<file path="src/rtl/nsc_pkg.sv">
// Shared constants, types and helper functions for the NMEA sentence checker.
package nsc_pkg;

    localparam logic [7:0] CH_DOLLAR = 8'h24;
    localparam logic [7:0] CH_LF     = 8'h0A;
    localparam logic [7:0] CH_STAR   = 8'h2A;
    localparam logic [2:0] TAG_LEN   = 3'd6;

    localparam logic KIND_GGA = 1'b0;
    localparam logic KIND_VTG = 1'b1;

    typedef struct packed {
        logic       kind;
        logic       ok;
        logic [7:0] xsum;
    } result_t;

    function automatic logic [7:0] gga_char(input logic [2:0] pos);
        logic [7:0] c;
        case (pos)
            3'd0:    c = 8'h47; // G
            3'd1:    c = 8'h50; // P
            3'd2:    c = 8'h47; // G
            3'd3:    c = 8'h47; // G
            3'd4:    c = 8'h41; // A
            3'd5:    c = 8'h2C; // ,
            default: c = 8'h00;
        endcase
        return c;
    endfunction

    function automatic logic [7:0] vtg_char(input logic [2:0] pos);
        logic [7:0] c;
        case (pos)
            3'd0:    c = 8'h47; // G
            3'd1:    c = 8'h50; // P
            3'd2:    c = 8'h56; // V
            3'd3:    c = 8'h54; // T
            3'd4:    c = 8'h47; // G
            3'd5:    c = 8'h2C; // ,
            default: c = 8'h00;
        endcase
        return c;
    endfunction

    // uppercase ASCII hex digit of a nibble
    function automatic logic [7:0] hex_char(input logic [3:0] nib);
        logic [7:0] c;
        if (nib < 4'd10)
            c = 8'h30 + {4'd0, nib};
        else
            c = 8'h41 + {4'd0, nib} - 8'd10;
        return c;
    endfunction

endpackage

</file>
<file path="src/rtl/nsc_frame.sv">
// Sentence framing, tag match and checksum tracking, one word per enabled cycle.
module nsc_frame
    import nsc_pkg::*;
(
    input  logic       clk,
    input  logic       rst_n,
    input  logic       en,
    input  logic [7:0] word,
    output logic       emit,
    output result_t    result
);

    logic       in_frame_reg,  in_frame_next;
    logic [2:0] tag_pos_reg,   tag_pos_next;
    logic       gga_reg,       gga_next;
    logic       vtg_reg,       vtg_next;
    logic [7:0] xor_reg,       xor_next;
    logic       star_reg,      star_next;
    logic [1:0] digits_reg,    digits_next;
    logic       dmatch_reg,    dmatch_next;
    logic [7:0] want;

    assign want = (digits_reg == 2'd0) ? hex_char(xor_reg[7:4]) : hex_char(xor_reg[3:0]);

    assign emit = (word == CH_LF) && in_frame_reg && (tag_pos_reg >= TAG_LEN)
                  && (gga_reg || vtg_reg);
    assign result.kind = gga_reg ? KIND_GGA : KIND_VTG;
    assign result.ok   = star_reg && (digits_reg == 2'd2) && dmatch_reg;
    assign result.xsum = xor_reg;

    always_comb
    begin
        in_frame_next = in_frame_reg;
        tag_pos_next  = tag_pos_reg;
        gga_next      = gga_reg;
        vtg_next      = vtg_reg;
        xor_next      = xor_reg;
        star_next     = star_reg;
        digits_next   = digits_reg;
        dmatch_next   = dmatch_reg;
        if (word == CH_DOLLAR)
        begin
            in_frame_next = 1'b1;
            tag_pos_next  = 3'd0;
            gga_next      = 1'b1;
            vtg_next      = 1'b1;
            xor_next      = 8'd0;
            star_next     = 1'b0;
            digits_next   = 2'd0;
            dmatch_next   = 1'b1;
        end
        else if (word == CH_LF)
        begin
            in_frame_next = 1'b0;
        end
        else if (in_frame_reg)
        begin
            if (tag_pos_reg < TAG_LEN)
            begin
                if (word != gga_char(tag_pos_reg))
                    gga_next = 1'b0;
                if (word != vtg_char(tag_pos_reg))
                    vtg_next = 1'b0;
                tag_pos_next = tag_pos_reg + 3'd1;
            end
            if (!star_reg)
            begin
                if (word == CH_STAR)
                    star_next = 1'b1;
                else
                    xor_next = xor_reg ^ word;
            end
            else if (digits_reg < 2'd2)
            begin
                if (word != want)
                    dmatch_next = 1'b0;
                digits_next = digits_reg + 2'd1;
            end
        end
    end

    always_ff @(posedge clk or negedge rst_n)
    begin
        if (!rst_n)
        begin
            in_frame_reg <= 1'b0;
            tag_pos_reg  <= 3'd0;
            gga_reg      <= 1'b0;
            vtg_reg      <= 1'b0;
            xor_reg      <= 8'd0;
            star_reg     <= 1'b0;
            digits_reg   <= 2'd0;
            dmatch_reg   <= 1'b0;
        end
        else if (en)
        begin
            in_frame_reg <= in_frame_next;
            tag_pos_reg  <= tag_pos_next;
            gga_reg      <= gga_next;
            vtg_reg      <= vtg_next;
            xor_reg      <= xor_next;
            star_reg     <= star_next;
            digits_reg   <= digits_next;
            dmatch_reg   <= dmatch_next;
        end
    end

endmodule

</file>
<file path="config.mk">
export PLATFORM = sky130hd
export DESIGN_NAME = nsc_frame
export DESIGN_NICKNAME = d
export VERILOG_FILES = /design/src/rtl/nsc_pkg.sv /design/src/rtl/nsc_frame.sv
export SDC_FILE = /design/constraint.sdc
export NUM_CORES = 1
export LEC_CHECK = 0
export ABC_CLOCK_PERIOD_IN_PS = 2300
export BUFFER_PORTS_ARGS = -buffer_cell sky130_fd_sc_hd__buf_2
export CAP_MARGIN = 20
export CELL_PAD_IN_SITES_DETAIL_PLACEMENT = 0
export CELL_PAD_IN_SITES_GLOBAL_PLACEMENT = 2
export CORE_MARGIN = 4
export CORE_UTILIZATION = 36
export DETAILED_ROUTE_END_ITERATION = 8
export GPL_TIMING_DRIVEN = 1
export HOLD_SLACK_MARGIN = 0.1
export PLACE_DENSITY = 0.84
export SYNTH_ARGS = -nofsm -noshare
export SYNTH_HDL_FRONTEND = slang
export SYNTH_SLANG_ARGS = --single-unit
</file>
<file path="constraint.sdc">
create_clock -name clk -period 2.3 [get_ports clk]
set_input_delay 0.46 -clock clk [delete_from_list [all_inputs] [get_ports clk]]
set_output_delay 0.46 -clock clk [all_outputs]
set_load 0.02 [all_outputs]
</file>
==> flow_summary.ini <==
[worst_setup_path]
cp_top_family = flip-flops
cp_max_fo = 7
path_cells = inv_1, ha_1, o22ai_1, nor4_1, buf_2
cp_slowest_cell = dfrtp_1
worstSetupEndpointType = primary output
cpPeakStageDelay_ns = 0.46
worstPathBufferInverterCount = 2
cp.arrival_ns = 1.62
critical_path_class = reg2out
cp-start-kind = flip-flop
critPathRequiredTime_ns = 1.84

[clock_tree]
clk_pin_slew_worst_paths_ns = 0.08
cts_resized = 0
cts_hold_buf = 0
clkLatencyLatePin_ns = 0.26
postCtsSetupBuffers = 0
clock-sinks = 18
numCtsBuffers = 3
cts_max_level = 1
cts_root_buf = clkbuf_8
clk_path_buf_depth = 2
cts_tree = yes

[global_routing]
grt_pass1_vias = 1331
overflow = 0
grt_pass1_wl_um = 6900
grt_max_degree = 19
grt_usage_pct = 14.23
antenna_found_initial = 0

[synthesis]
yosysWarnings = 0
syn_nets = 221
ys.flop_type = dfrtp_1
ys_types = 56
ys_seq_area_share_pct = 25.55
syn_inst = 200
synth_edf_count = 0
avgSynthCellArea_um2 = 8.815
async_flop_share_pct = 100.0
synth_most_common_cell = dfrtp_1
synth_seq_cells = 18
synth_area_um2 = 1763
synth_top_cell_by_area = dfrtp_1
synth_common_cells = dfrtp_1, inv_1, xnor2_1, nand2_1
synth_top_area_share_pct = 25.55
ys_top_cells_by_area = dfrtp_1, xnor2_1, ha_1

[placed_design]
dp_hpwl_um = 3203
port_buffers = 21
post-place-ws_ns = 0.3024
gp_congestion = 0.7884
dpl-instance-area_um2 = 1907

[timing]
post-route-period-util_pct = 90.55
clock_skew_ns = 0.003209
final_hold_viol_count = 0
finalWorstSetupSlack_ns = 0.2173
setup_viol = 0
max_slew_margin_pct = 67.79
min_period_ns = 2.083
timing.fmax_ghz = 0.4801
rsz0062_at_grt = false
drv_slew = 0
tightest_slew_ns = 0.4832
setup_tns_ns = 0

[drt]
drtPass1Iterations = 4
wl_um = 4219
ant_nets = 0
drc = 0
viasPerCell = 5.126
routedWlPerCell_um = 14.75
drtIter0Drc = 55
vias = 1466

[min_path]
hp-class = in2async

[run]
max_cap_violations = 0

[die]
ioPinCount = 22
core-area_um2 = 4723
dieArea_um2 = 6081
die_height_um = 77.98
fp-row-count = 25
start_util_pct = 37.32
fp.dieW_um = 77.98

[power_and_ir_drop]
power_density_nw_per_um2 = 1039
ir_drop_v = 0.0005195
power.leakage_nw = 0.7994
total_power_mw = 2.038

[layout]
final_nets = 241
fin_util_pct = 41.54
area_delta_synth_final_pct = 11.28
drive_above_1_share_pct = 23.74
diodes = 0
largest_reg_flops = 8
fin_area_um2 = 1962

[run_status]
status = finished clean
-- kinds of logic after synthesis --
kind of cell               Yosys count  synth area share [%]
adders and majority gates           10                 7.097
AOI/OAI and AO/OA                   49                 20.65
DFF                                 18                 25.55
muxes                                2                 1.136
buffers and inverters               28                 8.516
and+or+nand+nor                     74                 27.61
xor gates and xnor gates            19                 9.439
-- through the flow --
stage / hold slack [ns] / cells
2_1_floorplan: 0.1644 / 200
3_3_place_gp: 0.4303 / 282
3_5_place_dp: 0.4269 / 282
4_1_cts: 0.1468 / 286
5_1_grt: 0.1532 / 286
6_report: 0.1256 / 286
-- layout make-up --
cell class | instances | area (um^2)
Fill cell | 497 | 2761
Clock buffer | 4 | 55.05
Timing Repair Buffer | 27 | 150.1
Sequential cell | 18 | 450.4
Inverter | 16 | 60.06
Multi-Input combinational cell | 154 | 1162
Tap cell | 67 | 83.83
-- power by group --
group / switching [mW] / internal, mW / leakage [nW]
registers: 0.156 / 0.418 / 0.227
logic: 0.672 / 0.525 / 0.543
clock network: 0.115 / 0.152 / 0.0288
-- placed cells by master (no fill, tap or decap), drive strengths merged, types with 2 or more instances in the layout --
cell,n
buf,27
dfrtp,18
nor2,18
inv,16
xnor2,16
nand2,12
a21oi,12
ha,10
o21ai,9
nor3,8
nor3b,7
nor4,5
nor2b,4
nand3,4
clkbuf,4
o22ai,3
nand4,3
xor2,3
and4b,3
a211o,2
nor4b,2
a21o,2
and2,2
a21boi,2
o21a,2
mux2i,2
o31ai,2
a31oi,2
-- final timing paths --
check	slack (ns)	start	end	cells after the start
setup / recovery	0.22	tag_pos_reg[0]$_DFFE_PN0P_	emit	5
hold / removal	0.13	rst_n	xor_reg[3]$_DFFE_PN0P_	1
setup reg to reg	0.31	tag_pos_reg[1]$_DFFE_PN0P_	vtg_reg$_DFFE_PN0P_	7
hold reg to reg	0.48	digits_reg[0]$_DFFE_PN0P_	digits_reg[0]$_DFFE_PN0P_	1
max in group asynchronous	1.87	rst_n	vtg_reg$_DFFE_PN0P_	1
min in group clk	0.48	digits_reg[0]$_DFFE_PN0P_	digits_reg[0]$_DFFE_PN0P_	1
-- per-layer routing --
| layer | vias to the layer above | GRT usage (%) | wire length (um) |
|---|---|---|---|
| li1 | 756 | - | - |
| met1 | 683 | 21.39 | 2170 |
| met2 | 25 | 21.32 | 1863 |
| met3 | 2 | 2.784 | 165 |
| met4 | 0 | 2.098 | 20 |
| met5 | - | 0 | 0 |
-- worst reg2reg max path: cells and delay by family, from the launching register on --
| family | cells | cell delay [ns] |
|---|---|---|
| flops | 1 | 0.38 |
| buf+inv | 1 | 0.16 |
| fa+ha+maj | 2 | 0.45 |
| compound gates | 2 | 0.51 |
| simple gates | 1 | 0.32 |
| xor+xnor | 1 | 0.10 |
No activity file was read; power rests on OpenSTA's default activity.
